===== src/sv/sliding_window_min_max_top_defines.svh =====
// Assertion macros shared by the sliding window min/max RTL
`ifndef SLIDING_WINDOW_MIN_MAX_TOP_DEFINES_SVH
`define SLIDING_WINDOW_MIN_MAX_TOP_DEFINES_SVH

// Same-cycle implication, sampled on clk, off during reset
`define SWMM_ASSERT(lbl, ante, cons, msg) \
    lbl: assert property (@(posedge clk) disable iff (!rst_n) (ante) |-> (cons)) \
        else $error(msg);

// Next-cycle implication, sampled on clk, off during reset
`define SWMM_ASSERT_NEXT(lbl, ante, cons, msg) \
    lbl: assert property (@(posedge clk) disable iff (!rst_n) (ante) |=> (cons)) \
        else $error(msg);

`endif


===== src/sv/swmm_fifo.sv =====
// Small register queue with push/full and pop/empty sides
`include "sliding_window_min_max_top_defines.svh"

module swmm_fifo #(
    parameter int WIDTH = 8,
    parameter int DEPTH = 2
) (
    input  logic             clk,
    input  logic             rst_n,
    input  logic             push,
    output logic             full,
    input  logic [WIDTH-1:0] din,
    input  logic             pop,
    output logic             empty,
    output logic [WIDTH-1:0] dout
);

    localparam int PTR_W = (DEPTH > 1) ? $clog2(DEPTH) : 1;
    localparam int CNT_W = $clog2(DEPTH + 1);

    logic [WIDTH-1:0] mem_reg [DEPTH];
    logic [PTR_W-1:0] wr_ptr_reg, wr_ptr_next;
    logic [PTR_W-1:0] rd_ptr_reg, rd_ptr_next;
    logic [CNT_W-1:0] count_reg, count_next;
    logic             do_push;
    logic             do_pop;

    assign full    = (count_reg == CNT_W'(DEPTH));
    assign empty   = (count_reg == '0);
    assign do_push = push && !full;
    assign do_pop  = pop && !empty;
    assign dout    = mem_reg[rd_ptr_reg];

    always_comb
    begin
        wr_ptr_next = wr_ptr_reg;
        rd_ptr_next = rd_ptr_reg;
        count_next  = count_reg;
        if (do_push)
        begin
            wr_ptr_next = (wr_ptr_reg == PTR_W'(DEPTH - 1)) ? '0 : wr_ptr_reg + PTR_W'(1);
        end
        if (do_pop)
        begin
            rd_ptr_next = (rd_ptr_reg == PTR_W'(DEPTH - 1)) ? '0 : rd_ptr_reg + PTR_W'(1);
        end
        if (do_push && !do_pop)
        begin
            count_next = count_reg + CNT_W'(1);
        end
        else if (do_pop && !do_push)
        begin
            count_next = count_reg - CNT_W'(1);
        end
    end

    always_ff @(posedge clk or negedge rst_n)
    begin
        if (!rst_n)
        begin
            wr_ptr_reg <= '0;
            rd_ptr_reg <= '0;
            count_reg  <= '0;
        end
        else
        begin
            wr_ptr_reg <= wr_ptr_next;
            rd_ptr_reg <= rd_ptr_next;
            count_reg  <= count_next;
        end
    end

    always_ff @(posedge clk)
    begin
        if (do_push)
        begin
            mem_reg[wr_ptr_reg] <= din;
        end
    end

    `SWMM_ASSERT_NEXT(a_fifo_push_lands, do_push && !do_pop, !empty, "queue lost a pushed entry")

endmodule


===== config.mk =====
export PLATFORM = sky130hd
export DESIGN_NAME = swmm_fifo
export DESIGN_NICKNAME = d
export VERILOG_FILES = /design/src/sv/swmm_fifo.sv
export VERILOG_INCLUDE_DIRS = /design/src /design/src/sv
export SDC_FILE = /design/constraint.sdc
export NUM_CORES = 1
export LEC_CHECK = 0
export BUFFER_PORTS_ARGS = -buffer_cell sky130_fd_sc_hd__buf_2
export CAP_MARGIN = 20
export CORE_MARGIN = 5
export CORE_UTILIZATION = 45
export DETAILED_ROUTE_END_ITERATION = 12
export GPL_TIMING_DRIVEN = 0
export PLACE_DENSITY = 0.7
export REMOVE_ABC_BUFFERS = 1
export SYNTH_ARGS = -nofsm -noshare
export SYNTH_HDL_FRONTEND = slang
export SYNTH_SLANG_ARGS = --single-unit

===== constraint.sdc =====
create_clock -name clk -period 3.1 [get_ports clk]
set_input_delay 0.155 -clock clk [delete_from_list [all_inputs] [get_ports clk]]
set_output_delay 0.155 -clock clk [all_outputs]
set_load 0.1 [all_outputs]

== Word-level counts from Yosys, hierarchy flattened ==
Memory sizes are Yosys's and may differ from the RTL's.
Cells that the tools add are included.
W data, S select, Z words.
Cells by class
  $add $sub $neg: 4
  $mul: 0
  div/mod/pow operators: 0
  magnitude comparators: 0
  equal/unequal tests: 1
  shifts and indexed selects: 0
  muxes and demuxes: 6
  bitwise operators: 0
  reductions and logical operators: 10
Operator list (count)
  $logic_and A1 B1 Y1: 4
  $logic_not A1 Y1: 4
  $mux W1: 4
  $mux W2: 2
  $add A1 B1 Y1 const B: 2
  $add A2 B1 Y2 const B: 1
  $eq A2 B2 Y1 const B: 1
  $logic_not A2 Y1: 1
  $reduce_bool A2 Y1: 1
  $sub A2 B1 Y2 const B: 1
Word-level totals
  bits in registers: 4
  bits in latches: 0
  RAM bits: 16
  ROM bits: 0
  input bits: 12
  logic and storage cells: 25
  memories kept: 1
Memory list
  mem_reg: depth 2, bits a word 8, read ports 1, clocked after memory_dff 0, write ports 1, line swmm_fifo.sv:21  | logic [WIDTH-1:0] mem_reg [DEPTH];

== Logic depth before layout (Yosys ltp) ==
Gate-level depths: netlist (run 1).
  word-level depth: 7
  mapped depth: 7
  depth with buffers taken out: 7

== Least setup slack after synthesis (run 1) ==
Ideal clock, no wire load.
  kind: register to output
  start point: register count_reg[0]
  end point: output empty
  arrival time: 1.673 ns
  data required time: 2.945 ns
  slack: 1.272 ns
  stages on the path, launching flop included: 2
  buffers on the path: 0
  cell sequence: dfrtp_1 > nor2_1
Between the ends
  word-level cells in the longest chain between the ends: 1
Ends and longest elaborated chain
  from (decl): line swmm_fifo.sv:24  | logic [CNT_W-1:0] count_reg, count_next;
  from (signal assigned): line swmm_fifo.sv:69  | count_reg <= count_next;
  $logic_not A2 Y1: line swmm_fifo.sv:29  | assign empty = (count_reg == '0);
  to (decl): line swmm_fifo.sv:14  | output logic empty,
Every way passes these cells.

== Worst setup path in the final report (run 1) ==
  start point: register rd_ptr_reg
  end point: output dout[2]
Between the ends
  word-level cells in the longest chain between the ends: 1
Ends and longest elaborated chain
  from (decl): line swmm_fifo.sv:23  | logic [PTR_W-1:0] rd_ptr_reg, rd_ptr_next;
  from (signal assigned): line swmm_fifo.sv:68  | rd_ptr_reg <= rd_ptr_next;
  $mem_v2 Z2 W8
  to (decl): line swmm_fifo.sv:15  | output logic [WIDTH-1:0] dout
Every way passes these cells.

==> flow_metrics.py, run 1 <==
metrics = {
    "synth": {
        "synth_top_family_by_area": "multiplexers",
        "synth_simple_gate_area_frac": 0.0384,
        "synth_warnings": 0,
        "netlist_instances": 44,
        "synth_fa_ha_area_frac": 0.0160,
        "ys_ff_latch": 20,
        "synthMuxAreaShare": 0.115,
        "syn_area_um2": 782,
        "netlist.area_leader.share": 0.614,
        "synth_compound_area_frac": 0.00640,
        "synthTopCellsByArea": "edfxtp_1 61%, dfrtp_1 13%, mux2_1 8.6%",
        "synth_top_cell_by_area": "edfxtp_1",
        "synth_xor_area_frac": 0.0656,
        "synth_cell_types": 15,
        "ys_seq_area_frac": 0.742,
        "syn_avg_cell_area_um2": 17.8,
    },
    "critical_path": {
        "endpoint": "dout[2]",
        "regToRegSetupSlack_ps": 1450,
        "worst-r2r-cell-count": 3,
        "crit_type": "flip-flop to output port",
        "crit_path_end_kind": "output port",
        "cp-start-kind": "flip-flop",
        "critPathArrivalTime_ps": 1560,
        "r2r_start": "count_reg[0]",
        "crit_start": "rd_ptr_reg",
        "required_ps": 2940,
        "r2r-end": "mem_reg[0][6]",
        "cp_max_fo": 9,
    },
    "finish": {
        "layout_commonest_cell": "buf_2",
        "layout-drive-gt1-share": 0.420,
        "diodes": 0,
        "final_nets": 83,
        "largest_register_ffs": 16,
        "final_cell_mix": "21 x buf_2, 16 x edfxtp_1, 6 x mux2_1",
        "final_cells": 86,
        "post-route-cell-area_um2": 966,
        "syn_to_final_growth_pct": 23.5,
    },
    "timing": {
        "fin_tns_setup_ps": 0,
        "fin_skew_ps": 9.50,
        "setup_viol": 0,
        "min_period_ps": 1710,
        "maxSlewViolCount": 0,
        "worst_slew_pin_slew_ps": 709,
        "fmax_mhz": 584,
        "hold_viol_final": 0,
        "slew_headroom": 0.526,
        "rsz0062_at_grt": "no",
        "period_share": 0.552,
    },
    "route": {
        "drt-vias-per-instance": 4.91,
        "via_count": 422,
        "dr_wl_met3_um": 69,
        "drc_errors": 0,
        "met2_wirelength_um": 593,
        "detail_route.iter0.violations": 4,
        "wl_um": 1170,
        "drt-met1-wl_um": 503,
        "ant_nets": 0,
        "top_layer": "met3",
        "dr.pass1.iters": 4,
        "routedWlPerCell_um": 13.6,
    },
    "floorplan": {
        "start_util": 0.463,
        "die_x_um": 51.7,
        "dieArea_mm2": 0.00267,
        "chipHeight_um": 51.7,
        "core_mm2": 0.00169,
        "rows": 15,
        "io_pins": 22,
    },
    "global_route": {
        "grt_pass1_vias": 478,
        "overflow": 0,
        "grt_pass1_wl_um": 2010,
        "grt_antenna_before_repair": 0,
        "grt_max_degree": 13,
        "grt.total_usage": 0.104,
    },
    "cts": {
        "clk_pin_slew_worst_paths_ps": 120,
        "clock_sinks": 20,
        "cts_root_buf": "clkbuf_4",
        "cts_max_level": 1,
        "numCtsBuffers": 3,
        "cts_max_path_buffers": 2,
        "cts_tree": "done",
        "worstSkewPairLatency_ps": 290,
    },
    "place": {
        "io_buffers": 21,
        "dp_hpwl_um": 885,
        "postPlaceCellArea_um2": 903,
        "dp_cells": 81,
        "place_congestion": 0.712,
    },
    "hold_path": {
        "min_path_type": "input port to flip-flop",
    },
    "flow_run": {
        "drv_cap": 0,
    },
    "status": {
        "status": "complete, no violations",
    },
}
[metrics by stage]
step,worst slack [ps],util,hold slack [ps]
4_1_cts,1350,0.572,36.1
2_1_floorplan,1270,-,-141
3_3_place_gp,1460,0.535,-35.7
6_report,1390,0.572,41.4
5_1_grt,1290,0.572,22.1
3_5_place_dp,1470,0.535,-33.2
[synthesized netlist by cell type]
master,instances
and3_1,1
buf_2,1
dfrtp_1,4
edfxtp_1,16
ha_1,1
inv_1,2
mux2_1,6
mux2_2,2
nand2_2,1
nand2b_1,1
nor2_1,3
o21ai_1,1
xnor2_1,2
xnor2_2,1
xor2_1,2
[routing by layer]
layer | vias up | track usage
met5 | - | 0
met4 | 0 | 0.0349
met3 | 0 | 0.0344
met2 | 11 | 0.180
met1 | 202 | 0.120
li1 | 209 | -
[timing repair]
item	4_1_cts	5_1_grt
endpoints found under the hold margin	4	0
setup buffers	0	0
hold buffers	1	0
resized for setup	0	0
[critical path: stages (launching register included)]
cell and delay, ps:
dfrtp_1 590, mux2_2 380, buf_2 290
[kinds of logic (layout without fill, tap and decap cells)]
group	after synthesis	after routing
mux	8	8
buf+inv	3	28
xor+xnor	5	5
flops	20	20
compound gates	1	1
simple gates	6	6
fa+ha+maj	1	1
[cell type report]
| cell class | count | area, µm² |
|---|---|---|
| fillers | 153 | 723 |
| multi-input cells | 21 | 189 |
| clock inverters | 1 | 30.0 |
| inverters | 2 | 7.51 |
| clock buffers | 3 | 22.5 |
| repair buffers | 22 | 115 |
| flip-flops and latches | 20 | 581 |
| well taps | 17 | 21.3 |
[how the worst min path moves through the flow]
stage	from	endpoint	cells past startpoint
floorplan	rst_n	count_reg[0]	0
global placement	rst_n	count_reg[1]	1
detailed placement	rst_n	count_reg[1]	1
CTS	din[4]	mem_reg[0][4]	1
global route	din[1]	mem_reg[1][1]	1
finish	din[4]	mem_reg[0][4]	1
Power of run 1 is not shown: default switching activity piles up to over one toggle a cycle in this logic, so the estimate is an artifact.
==> run 2, diff against run 1 <==
- ABC_AREA: unset -> 1
- CORE_UTILIZATION: 45 -> 44
- PLACE_DENSITY: 0.7 -> 0.71
- clock period: 3.1 -> 1.56 ns (I/O delays scaled with it)
==> flow_metrics.py, run 2 <==
metrics = {
    "status": {
        "status": "complete, no violations",
    },
    "global_route": {
        "met3_usage": 0.0338,
        "grt.total_usage": 0.133,
        "overflow": 0,
        "grt_pass1_wl_um": 2570,
        "met1_usage": 0.148,
        "grt_pass1_vias": 583,
        "grt_max_degree": 12,
        "use_met2": 0.240,
        "grt_antenna_before_repair": 0,
        "grt_busiest_layer": "met2",
    },
    "critical_path": {
        "cp_max_fo": 10,
        "critPathArrivalTime_ps": 1390,
        "crit_type": "flip-flop to output port",
        "cp-start-kind": "flip-flop",
        "r2r_start": "count_reg[0]",
        "crit_path_end_kind": "output port",
        "crit_start": "rd_ptr_reg",
        "required_ps": 1480,
    },
    "finish": {
        "layout_commonest_cell": "nand2_1",
        "layout-drive-gt1-share": 0.274,
        "post-route-cell-area_mm2": 0.00109,
        "final_cells": 131,
        "final_cell_mix": "33 x nand2_1, 16 x edfxtp_1, 12 x buf_2",
        "syn_to_final_growth_pct": 35.2,
        "diodes": 0,
        "largest_register_ffs": 16,
        "final_nets": 120,
    },
    "route": {
        "dr.pass1.iters": 4,
        "ant_nets": 0,
        "via_count": 576,
        "drt-vias-per-instance": 4.40,
        "detail_route.iter0.violations": 5,
        "wl_um": 1560,
        "routedWlPerCell_um": 11.9,
        "drc_errors": 0,
    },
    "timing": {
        "setup_viol": 0,
        "fmax_mhz": 680,
        "min_period_ps": 1470,
        "fin_tns_setup_ps": 0,
        "hold_viol_final": 0,
        "fin_skew_ps": 5.87,
        "maxSlewViolCount": 0,
        "period_share": 0.942,
        "slew_headroom": 0.680,
        "setup_slack_ps": 90.2,
        "worst_slew_pin_slew_ps": 484,
        "rsz0062_at_grt": "no",
    },
    "synth": {
        "async_flop_share": 0.200,
        "netlist.area_leader.share": 0.594,
        "synth_xor_area_frac": 0.0108,
        "post-synth-top-count-cell": "nand2_1",
        "synthTopCellsByArea": "edfxtp_1 59%, nand2_1 15%, dfrtp_1 12%",
        "syn_avg_cell_area_um2": 11.1,
        "ys_ff_latch": 20,
        "synth_compound_area_frac": 0.0124,
        "ys_seq_area_frac": 0.717,
        "synth_top_cell_by_area": "edfxtp_1",
        "netlist_instances": 73,
        "synth_enable_flop_cells": 16,
        "synth_cell_types": 14,
        "synth_simple_gate_area_frac": 0.201,
        "synth_fa_ha_area_frac": 0.0155,
        "synth_top_cells_by_count": "33 x nand2_1, 16 x edfxtp_1, 7 x inv_1",
        "synth_top_family_by_area": "simple AND/OR/NAND/NOR gates",
        "syn_area_um2": 810,
        "synthMuxAreaShare": 0,
        "synth_warnings": 0,
        "synthFlopType": "edfxtp_1",
    },
    "place": {
        "dp_cells": 118,
        "dp_hpwl_um": 1080,
        "io_buffers": 21,
        "postPlaceCellArea_um2": 941,
        "place_congestion": 0.720,
        "pre_cts_ws_ps": -32.6,
    },
    "cts": {
        "cts_max_path_buffers": 2,
        "cts_tree": "done",
        "cts_root_buf": "clkbuf_4",
        "post-cts-setup-buffers": 0,
        "clock_sinks": 20,
        "worstSkewPairLatency_ps": 290,
        "numCtsBuffers": 3,
        "cts_max_level": 1,
        "clk_pin_slew_worst_paths_ps": 100,
    },
    "floorplan": {
        "io_pins": 22,
        "rows": 15,
        "start_util": 0.464,
        "core_mm2": 0.00175,
        "chipHeight_um": 52.9,
        "dieArea_mm2": 0.00280,
        "die_x_um": 52.9,
    },
    "flow_run": {
        "drv_cap": 0,
    },
    "hold_path": {
        "min_path_type": "input port to flip-flop",
        "min_from": "pop",
    },
}
[run 2: path summary, 6_finish.rpt]
check | end | slack [ps] | depth (start not counted)
worst max-delay path | dout[2] | 90 | 4
worst min-delay path | rd_ptr_reg | 40 | 3
worst max register to register | count_reg[1] | 140 | 6
worst min register to register | wr_ptr_reg | 500 | 2
max in group asynchronous | rd_ptr_reg | 1270 | 2
min in group asynchronous | wr_ptr_reg | 140 | 2
[run 2: cell type report]
class,instances,area (µm²)
Multi-Input combinational cell,44,196
Timing Repair Buffer,30,229
Clock buffer,4,26.3
Tap cell,25,31.3
Fill cell,137,651
Inverter,8,30.0
Sequential cell,20,582
[run 2: metal layers]
metal,share of wire,routed length (µm),up-vias
li1,-,-,300
met1,0.42,661,264
met2,0.54,839,10
met3,0.031,49,2
met4,0.0077,12,0
met5,0,0,-
[run 2: worst max-delay path: stages (launching register included)]
cell     delay [ps]
dfrtp_2         500
inv_2           180
nand2_1          70
nand2_1          70
buf_4           290
[run 2: kinds of logic after synthesis]
group                    count (synthesis)
AND/OR/NAND/NOR                         40
flip-flops                              20
buffers and inverters                    9
AO/OA/AOI/OAI                            2
XOR/XNOR                                 1
adder cells (fa/ha/maj)                  1
[run 2: stage by stage]
step,util,hold slack (ps)
3_5_place_dp,0.539,-107
2_1_floorplan,-,-218
3_3_place_gp,0.539,-110
4_1_cts,0.619,34.9
5_1_grt,0.627,24.5
6_report,0.627,39.6
[run 2: timing repair]
item	4_1_cts	5_1_grt
resized for setup	9	5
endpoints found under the hold margin	20	0
endpoints found under the setup margin	16	9
hold buffers	9	0
Power of run 2 is left out for the same reason.
