## config.mk

```make
export PLATFORM = sky130hd
export DESIGN_NAME = swmm_front
export DESIGN_NICKNAME = d
export VERILOG_FILES = /design/src/sv/swmm_pkg.sv /design/src/sv/swmm_front.sv
export VERILOG_INCLUDE_DIRS = /design/src /design/src/sv
export SDC_FILE = /design/constraint.sdc
export NUM_CORES = 1
export LEC_CHECK = 0
export ABC_CLOCK_PERIOD_IN_PS = 3130
export BUFFER_PORTS_ARGS = -buffer_cell sky130_fd_sc_hd__buf_4
export CAP_MARGIN = 20
export CORE_MARGIN = 3
export CORE_UTILIZATION = 47
export CTS_BUF_LIST = sky130_fd_sc_hd__clkbuf_4 sky130_fd_sc_hd__clkbuf_8 sky130_fd_sc_hd__clkbuf_16
export CTS_CLUSTER_SIZE = 14
export DETAILED_ROUTE_END_ITERATION = 16
export MAX_ROUTING_LAYER = met4
export PLACE_DENSITY_LB_ADDON = 0.08
export RECOVER_POWER = 25
export SLEW_MARGIN = 5
export SYNTH_ARGS = -nofsm -noshare
export SYNTH_HDL_FRONTEND = slang
export SYNTH_SLANG_ARGS = --single-unit
```

## constraint.sdc

```tcl
create_clock -name clk -period 3.13 [get_ports clk]
set_input_delay 0.313 -clock clk [delete_from_list [all_inputs] [get_ports clk]]
set_output_delay 0.313 -clock clk [all_outputs]
set_load 0.01 [all_outputs]
```

## src/sv/sliding_window_min_max_top_defines.svh

```systemverilog
// Assertion macros shared by the sliding window min/max RTL
`ifndef SLIDING_WINDOW_MIN_MAX_TOP_DEFINES_SVH
`define SLIDING_WINDOW_MIN_MAX_TOP_DEFINES_SVH

// Same-cycle implication, sampled on clk, off during reset
`define SWMM_ASSERT(lbl, ante, cons, msg) \
    lbl: assert property (@(posedge clk) disable iff (!rst_n) (ante) |-> (cons)) \
        else $error(msg);

// Next-cycle implication, sampled on clk, off during reset
`define SWMM_ASSERT_NEXT(lbl, ante, cons, msg) \
    lbl: assert property (@(posedge clk) disable iff (!rst_n) (ante) |=> (cons)) \
        else $error(msg);

`endif

```

## src/sv/swmm_pkg.sv

```systemverilog
// Shared constants and types for the sliding window min/max block
package swmm_pkg;

    localparam int WINDOW_MAX_DEF  = 1024;
    localparam int SAMPLE_BITS_DEF = 32;
    localparam int CFG_BITS        = 11;
    localparam int MID_DEPTH       = 4;
    localparam int RES_DEPTH       = 2;

    typedef struct packed {
        logic restart;
        logic due;
    } swmm_ctrl_t;

endpackage

```

## src/sv/swmm_front.sv

```systemverilog
// Front end: takes samples, stamps position and result-due flag
`include "sliding_window_min_max_top_defines.svh"

module swmm_front
    import swmm_pkg::*;
#(
    parameter int WINDOW_MAX  = WINDOW_MAX_DEF,
    parameter int SAMPLE_BITS = SAMPLE_BITS_DEF,
    parameter int POS_W       = $clog2(2 * WINDOW_MAX),
    parameter int WIN_W       = $clog2(WINDOW_MAX + 1)
) (
    input  logic                          clk,
    input  logic                          rst_n,
    input  logic                          push,
    output logic                          full,
    input  logic signed [SAMPLE_BITS-1:0] sample,
    input  logic                          restart,
    input  logic                          window_size_we,
    input  logic        [CFG_BITS-1:0]    window_size,
    output logic                          item_push,
    input  logic                          item_full,
    output logic signed [SAMPLE_BITS-1:0] item_sample,
    output logic        [POS_W-1:0]       item_now,
    output swmm_ctrl_t                    item_ctrl,
    output logic        [WIN_W-1:0]       win
);

    logic [WIN_W-1:0] win_reg, win_next;
    logic [POS_W-1:0] pos_reg, pos_next;
    logic [WIN_W-1:0] fill_reg, fill_next;
    logic [WIN_W-1:0] fill_base;
    logic             accept;

    assign accept      = push && !item_full;
    assign full        = item_full;
    assign item_push   = accept;
    assign item_sample = sample;
    assign item_now    = restart ? '0 : pos_reg;
    assign fill_base   = restart ? '0 : fill_reg;
    assign win         = win_reg;

    always_comb
    begin
        win_next  = win_reg;
        pos_next  = pos_reg;
        fill_next = fill_reg;
        if (window_size_we)
        begin
            // zero acts as one, oversize clamps to the store depth
            if (window_size == '0)
                win_next = WIN_W'(1);
            else if (32'(window_size) > 32'(WINDOW_MAX))
                win_next = WIN_W'(WINDOW_MAX);
            else
                win_next = WIN_W'(window_size);
            pos_next  = '0;
            fill_next = '0;
        end
        else if (accept)
        begin
            pos_next  = (item_now == POS_W'(2 * WINDOW_MAX - 1)) ? '0 : item_now + POS_W'(1);
            fill_next = (fill_base < WIN_W'(WINDOW_MAX)) ? fill_base + WIN_W'(1) : fill_base;
        end
    end

    always_comb
    begin
        item_ctrl.restart = restart;
        item_ctrl.due     = (fill_next >= win_reg);
    end

    always_ff @(posedge clk or negedge rst_n)
    begin
        if (!rst_n)
        begin
            win_reg  <= WIN_W'(1);
            pos_reg  <= '0;
            fill_reg <= '0;
        end
        else
        begin
            win_reg  <= win_next;
            pos_reg  <= pos_next;
            fill_reg <= fill_next;
        end
    end

    `SWMM_ASSERT(a_restart_due, accept && restart && !window_size_we, item_ctrl.due == (win_reg == WIN_W'(1)), "restart item due flag wrong")

endmodule

```

; Word level (Yosys, flattened, before mapping)
; Cells that the tools add are included.
[word_totals]
regBits = 33
latchBits = 0
ram_bits = 0
romBits = 0
out_inout_bits = 58
n_memories = 0
[classes]
add_sub_neg = 2
mul = 0
div_mod_pow = 0
n_lt_le_gt_ge = 3
n_eq_ne = 1
n_shift = 0
mux = 10
bitwise_logic = 0
n_reduce_logical = 4
[op_table]
columns = operator, n
row1 = $mux 11, 10
row2 = $add 11x1->11 const B, 2
row3 = $eq 11x11->1 const B, 1
row4 = $ge 11x11->1, 1
row5 = $gt 11x11->1 const B, 1
row6 = $logic_not 11->1, 1
row7 = $lt 11x11->1 const B, 1
row8 = $reduce_bool 2->1, 1
row9 = $logic_and 1x1->1, 1
row10 = $logic_not 1->1, 1

; Logic depth before layout (Yosys ltp)
; Gate-level depths: netlist (run 1).
[depth]
ltp_word = 6
depth_mapped = 11

; Least setup slack after synthesis (run 1)
; Ideal clock, no wire load.
[synth_path]
path_type = register -> output
startpoint = register fill_reg[10]
endpoint = output item_ctrl[0] (netlist bit)
t_arrival_ns = 2.426
required_ns = 2.817
path_slack_ns = 0.391
stages_incl_launch_ff = 10
n_path_buf = 0
cell_sequence = dfrtp_1 > nand2b_4 > nor3_1 > nand3_1 > o311ai_0 > ha_1 > and3_1 > a221o_1 > a31oi_1 > o211ai_1
[synth_lines]
columns = item, line
row1 = "start, declared", swmm_front.sv:30  ; logic [WIN_W-1:0] fill_reg, fill_next;
row2 = "start signal, assigned", swmm_front.sv:84  ; fill_reg <= fill_next;
row3 = "end, declared", swmm_front.sv:24  ; output swmm_ctrl_t item_ctrl,

==> out/results.txt, run 1 <==
Die ar.: 5860 µm²
htree depth: 2
vias: 2010
initial core utilization: 0.492
diode count: 0
crit end category: output port
fraction of layout cells with a size suffix above 1: 0.266
startpoint types: flip-flop
Remaining Overflow, GRT: 0
critical path fanouts, max: 5
core area: 4750 µm²
Max-slew headroom: 0.623
pin count of the biggest net entering global routing: 34
Syn Nets: 334
WHS: 249 ps
RR Startpoint: pos_reg[1]
ys async rst share: 1.00
sw frac: 0.269
NumNets Final: 353
TritonCTS buffer count: 5
P&R area growth vs syn: 14.5%
drt initial violations: 67
Slew Viols, Final: 0
ys flop type: dfrtp_1
Synth Warn #: 0
PortBufs: 42
Critical Path Source: fill_reg[3]
CTS tree: yes
Worst path top cell family by delay: compound AO/OA/AOI/OAI gates
clk slew on worst S/H paths: 70 ps
clock power share: 0.345
Max Freq: 320 MHz
Peak VDD IR: 0.194 mV
slowest CP cell: dfrtp_1
CTS Sinks: 33
Worst Skew: 4.03 ps
most used cell, CP: o211ai_1
RePlAce Congestion: 0.853
CTS root buf: clkbuf_8
average wire per standard cell: 14.6 µm
Synth cell types: 49
Mapped Cells: 273
HPWL Detailed: 3810 µm
Switch Pwr: 248 µW
status: finished clean
drt total wl: 5250 µm
area of the multi-input gates: 1180 µm²
vias per cell: 5.58
HP Class: input pin to flip-flop
Leak Pwr: 1.25 nW
Crit Path Category: flip-flop to output port
sequential element share of the synthesized area: 0.353
Tot Pwr: 921 µW
Hold Vio Cnt, Final: 0
unrepaired setup endpoints after global routing: yes
worst path cell trace: nand3_2 -> or3_4 -> o211ai_1 -> o311ai_2 -> ha_1 -> and3_4 -> a221o_1 -> a31oi_2 -> o211ai_1 -> buf_4
worst hold start: window_size[5]
Fill cells: 469
Setup Viol. Count Final: 0
WP data required: 2820 ps
max-cap violations: 0
first-pass GRT wire length: 8770 µm
worst-skew pair later-pin latency: 280 ps
CP max stage delay: 430 ps
die width: 76.6 µm
Initial DRT Pass Iterations: 4
Storage cell area: 830 µm²
vias in the first global route: 1916
CP Buf/Inv Count: 1
Gate power share: 0.165
internal power: 673 µW
flops & latches, synth: 33
Total GRT Usage: 0.190
# IOs: 107
Syn Std Cell Area: 2340 µm²
Cell Pwr Density: 344 nW/µm²
initial antenna violation count: 0
Post-synth EDFFs: 0
final period utilization: 0.998
Worst Max-Slew Pin Slew: 564 ps
Die Ht: 76.6 µm
CTS max path bufs: 2
synthesized area per cell: 8.57 µm²
number of remaining DRC errors: 0
antenna viol nets, final: 0
Seq pwr share: 0.489
FP Rows: 25
Min Clock Period, post-route: 3130 ps
Worst EP arrival: 2810 ps
==> placed cells by master, fill, tap and decap left out, types with 2 or more instances in the layout <==
master / synthesis / layout
buf_4: 34 / 57
dfrtp_1: 32 / 30
nand2_1: 25 / 25
inv_1: 14 / 14
o21ai_0: 15 / 14
a21oi_1: 12 / 12
ha_1: 12 / 12
nor2_1: 11 / 11
nand3_1: 12 / 11
nor2b_1: 11 / 10
a22o_1: 6 / 6
nand4_1: 5 / 5
and3_1: 6 / 5
o22ai_1: 5 / 5
clkbuf_8: 0 / 5
nor3_1: 5 / 4
a21o_1: 4 / 4
o211ai_1: 4 / 4
nand2b_1: 3 / 3
nor4_1: 3 / 3
and4b_1: 3 / 3
or4_1: 3 / 3
a31oi_1: 4 / 3
clkinv_1: 2 / 2
or3_1: 2 / 2
a22oi_1: 2 / 2
a32o_1: 2 / 2
a21boi_0: 2 / 2
and2_1: 2 / 2
xnor2_1: 2 / 2
xor2_1: 2 / 2
clkinv_2: 0 / 2
dfrtp_2: 0 / 2
==> cells in the mapped netlist (all sizes together), types with 2 or more instances <==
cell / number / share of area
or3: 3 / 0.010
xnor2: 2 / 0.0075
buf: 35 / 0.11
a22o: 6 / 0.022
clkinv: 2 / 0.0032
ha: 12 / 0.064
o22ai: 5 / 0.013
a22oi: 2 / 0.0064
a21o: 4 / 0.013
nor3: 5 / 0.011
clkbuf: 11 / 0.018
a31oi: 4 / 0.011
a21oi: 12 / 0.026
inv: 14 / 0.022
or4: 3 / 0.0096
nor4: 3 / 0.0080
and2: 2 / 0.0053
o211ai: 4 / 0.013
nand3: 12 / 0.026
xor2: 2 / 0.0075
dfrtp: 32 / 0.34
nand2: 25 / 0.040
and3: 6 / 0.016
nand4: 5 / 0.013
a21boi: 2 / 0.0064
o21ai: 15 / 0.032
nor2b: 11 / 0.029
and4b: 3 / 0.013
nor2: 11 / 0.018
a32o: 2 / 0.0086
nand2b: 4 / 0.014
==> metal layers <==
metal,global-route usage,routed length [µm]
met1,0.221,2150
met2,0.322,2720
met3,0.0390,312
met4,0.0707,72
met5,-,0
==> power by group through the flow <==
stage,Combinational [mW],Clock (mW),Sequential [mW]
6_report,0.152,0.318,0.451
3_5_place_dp,0.146,0,0.458
4_1_cts,0.147,0.324,0.451
2_1_floorplan,0.111,0,0.463
5_1_grt,0.173,0.348,0.452
3_3_place_gp,0.145,0,0.458
==> final cells by class <==
cell class	count	area share
Clock buffer	6	0.0285
Timing Repair Buffer	58	0.163
Clock inverter	2	0.00373
Sequential cell	33	0.310
Multi-Input combinational cell	178	0.441
Inverter	16	0.0224
Tap cell	67	0.0313
==> cell families (layout without fill, tap and decap cells) <==
group                    after synthesis  in the layout  synth area share
XOR/XNOR                               4              4            0.0150
AO/OA/AOI/OAI                         63             63             0.177
flip-flops                            33             33             0.353
multiplexers                           1              1           0.00481
AND/OR/NAND/NOR                       98             98             0.231
adder cells (fa/ha/maj)               12             12            0.0642
buffers and inverters                 62             82             0.155
==> repair_timing <==
action | 4_1_cts | 5_1_grt
endpoints found under the setup margin | 1 | 1
hold endpoints to repair | 32 | 0
gates cloned | 0 | 0
hold buffers | 1 | 0
gates resized for setup | 2 | 8
buffers inserted | 0 | 7
pin swaps | 0 | 9
==> final timing paths <==
| kind | slack (ps) | cells past startpoint | to |
|---|---|---|---|
| worst max-delay path | 5 | 10 | item_ctrl[0] |
| worst min-delay path | 250 | 2 | win[5] |
| worst max register to register | 1270 | 6 | pos_reg[0] |
| worst min register to register | 500 | 1 | win[0] |
| max in group asynchronous | 2290 | 2 | win[0] |
| min in group asynchronous | 510 | 2 | pos_reg[7] |
==> worst reg2reg max path, stage by stage, from the launching register on <==
cell and delay, ps:
dfrtp_1 380, nor2b_1 180, ha_1 200, and3_1 300, nand4_1 180, and3_1 260
a22o_1 230
==> through the flow <==
stage          cell area, µm²  utilization  setup WS, ps  TNS, ps  instances
2_1_floorplan            2340            -           391        0        273
3_3_place_gp             2500        0.525           241        0        344
3_5_place_dp             2500        0.525           205        0        344
4_1_cts                  2590        0.546          7.58        0        353
5_1_grt                  2680        0.564          -103     -103        360
6_report                 2680        0.564          4.78        0        360
Note: power is estimated with default switching activity, not from simulation.
==> run 2, diff against run 1 <==
--- a/config.mk
+++ b/config.mk
@@ -6,11 +6,12 @@
 export SDC_FILE = /design/constraint.sdc
 export NUM_CORES = 1
 export LEC_CHECK = 0
+export ABC_AREA = 1
 export ABC_CLOCK_PERIOD_IN_PS = 3130
 export BUFFER_PORTS_ARGS = -buffer_cell sky130_fd_sc_hd__buf_4
 export CAP_MARGIN = 20
 export CORE_MARGIN = 3
-export CORE_UTILIZATION = 47
+export CORE_UTILIZATION = 48
 export CTS_BUF_LIST = sky130_fd_sc_hd__clkbuf_4 sky130_fd_sc_hd__clkbuf_8 sky130_fd_sc_hd__clkbuf_16
 export CTS_CLUSTER_SIZE = 14
 export DETAILED_ROUTE_END_ITERATION = 16
==> run 2 against run 1 <==
- global-route usage grew 0.99 points
- critical path type unchanged
- largest power group unchanged
- largest cell class unchanged
- synthesized area grew 8.0%
- flip-flop and latch count is the same
==> out/results.txt, run 2 <==
antenna viol nets, final: 0
core area: 4910 µm²
final period utilization: 0.868
HP Class: input pin to flip-flop
vias in the first global route: 2068
synthesized area per cell: 7.50 µm²
P&R area growth vs syn: 9.16%
worst-skew pair later-pin latency: 280 ps
Die Ht: 78.5 µm
Syn Nets: 398
die width: 78.5 µm
HPWL Detailed: 4410 µm
drt total wl: 5550 µm
area of the multi-input gates: 1230 µm²
PortBufs: 42
flop-to-flop setup slack: 1350 ps
Die ar.: 6170 µm²
drt initial violations: 110
pin count of the biggest net entering global routing: 34
status: finished clean
# IOs: 107
Worst EP arrival: 2400 ps
unrepaired setup endpoints after global routing: no
worst reg2reg endpoint: pos_reg[0]
ys async rst share: 1.00
vias: 2101
WP data required: 2820 ps
Leak Pwr: 1.37 nW
Post-CTS Setup Inserts: 0
leading area contributor after synthesis: dfrtp_1
sequential element share of the synthesized area: 0.327
Remaining Overflow, GRT: 0
first-pass GRT wire length: 9580 µm
Synth top area share: 0.317
Setup Viol. Count Final: 0
worst hold path endpoint: win[9]
startpoint types: flip-flop
Synth Warn #: 0
Max Freq: 368 MHz
htree depth: 2
Crit Path Category: flip-flop to output port
CTS root buf: clkbuf_8
Min Clock Period, post-route: 2720 ps
diode count: 0
critical path fanouts, max: 4
Peak VDD IR: 0.237 mV
top-count cell post-synth: nand2_1
TritonCTS buffer count: 5
Syn Std Cell Area: 2530 µm²
commonest non-fill, non-tap cell in the layout: nand2_1
Post-CTS Hold Buffers: 1
worst hold start: window_size[9]
NumNets Final: 411
Total GRT Usage: 0.200
Worst Skew: 4.68 ps
FP Rows: 25
Synth cell types: 32
CTS resizes: 0
Max-slew headroom: 0.725
RR Startpoint: pos_reg[0]
Slew Viols, Final: 0
clk slew on worst S/H paths: 60 ps
number of remaining DRC errors: 0
Storage cell area: 827 µm²
ys flop type: dfrtp_1
CTS tree: yes
Hold Vio Cnt, Final: 0
most frequent cells in the layout: 79 x nand2_1, 44 x buf_4, 43 x inv_1
flops & latches, synth: 33
worst-case reg-to-reg path depth: 10
WHS: 258 ps
CTS max path bufs: 2
Mapped Cells: 337
Initial DRT Pass Iterations: 4
RePlAce Congestion: 0.899
Post-synth EDFFs: 0
initial antenna violation count: 0
Synth area leaders: dfrtp_1 32%, nand2_1 12%, buf_4 10%
crit end category: output port
Cell Pwr Density: 353 nW/µm²
average wire per standard cell: 13.3 µm
initial core utilization: 0.514
fraction of layout cells with a size suffix above 1: 0.254
max-cap violations: 0
WHS Path Cells: 3
Fill cells: 485
vias per cell: 5.03
Commonest cells post-synth: 79 x nand2_1, 43 x inv_1, 35 x buf_4
CTS Sinks: 33
TNS Setup: 0 ps
Worst Max-Slew Pin Slew: 412 ps
[run 2: layer usage]
layer	wire length [µm]	global-route usage
met5	0	-
met1	2530	0.259
met3	503	0.0390
met4	76	0.0769
met2	2440	0.308
[run 2: logic make-up (layout without fill, tap and decap cells)]
| group | count (synthesis) | after routing | synth area share |
|---|---|---|---|
| AOI/OAI and AO/OA | 42 | 42 | 0.0946 |
| xor gates and xnor gates | 4 | 4 | 0.0168 |
| adders and majority gates | 12 | 12 | 0.0594 |
| buffers and inverters | 86 | 100 | 0.187 |
| DFF | 33 | 33 | 0.327 |
| and+or+nand+nor | 160 | 160 | 0.315 |
[run 2: report_power, final]
group / total [mW] / internal [mW] / switching, mW
Clock: 0.356 / 0.199 / 0.157
Combinational: 0.162 / 0.0648 / 0.0970
Sequential: 0.457 / 0.444 / 0.0124
[run 2: worst max path at each step]
stage | to | from | slack (ps)
after detailed placement | item_ctrl[0] | restart | 430
after floorplan | item_ctrl[0] | fill_reg[10] | 1080
final | item_ctrl[0] | fill_reg[10] | 410
after global placement | item_ctrl[0] | restart | 460
after global routing | item_ctrl[0] | fill_reg[10] | 90
after CTS | item_ctrl[0] | fill_reg[10] | 410
[run 2: final cells by class]
type | instances | area share
clock buffers | 7 | 0.0349
clock inverters | 1 | 0.00181
inverters | 47 | 0.0649
multi-input cells | 218 | 0.445
flip-flops and latches | 33 | 0.300
well taps | 67 | 0.0304
repair buffers | 45 | 0.123
[run 2: critical path: stages, from the launching register on]
cell,delay [ps]
dfrtp_1,420
inv_1,110
nand4_1,120
nor2_1,200
nand2_1,100
nand2_1,70
nand2_1,50
nand2_1,50
o21ai_1,80
ha_1,300
nand4_1,130
nor3_1,170
nand4_1,100
nand4_1,110
buf_4,130
[run 2: per-stage QoR]
step / utilization / instance area, µm² / power, mW / worst slack, ps / cells
2_1_floorplan: - / 2530 / 0.595 / 1080 / 337
3_3_place_gp: 0.539 / 2650 / 0.625 / 456 / 409
3_5_place_dp: 0.539 / 2650 / 0.627 / 434 / 409
4_1_cts: 0.562 / 2760 / 0.990 / 407 / 418
5_1_grt: 0.562 / 2760 / 1.04 / 89.4 / 418
6_report: 0.562 / 2760 / 0.974 / 413 / 418
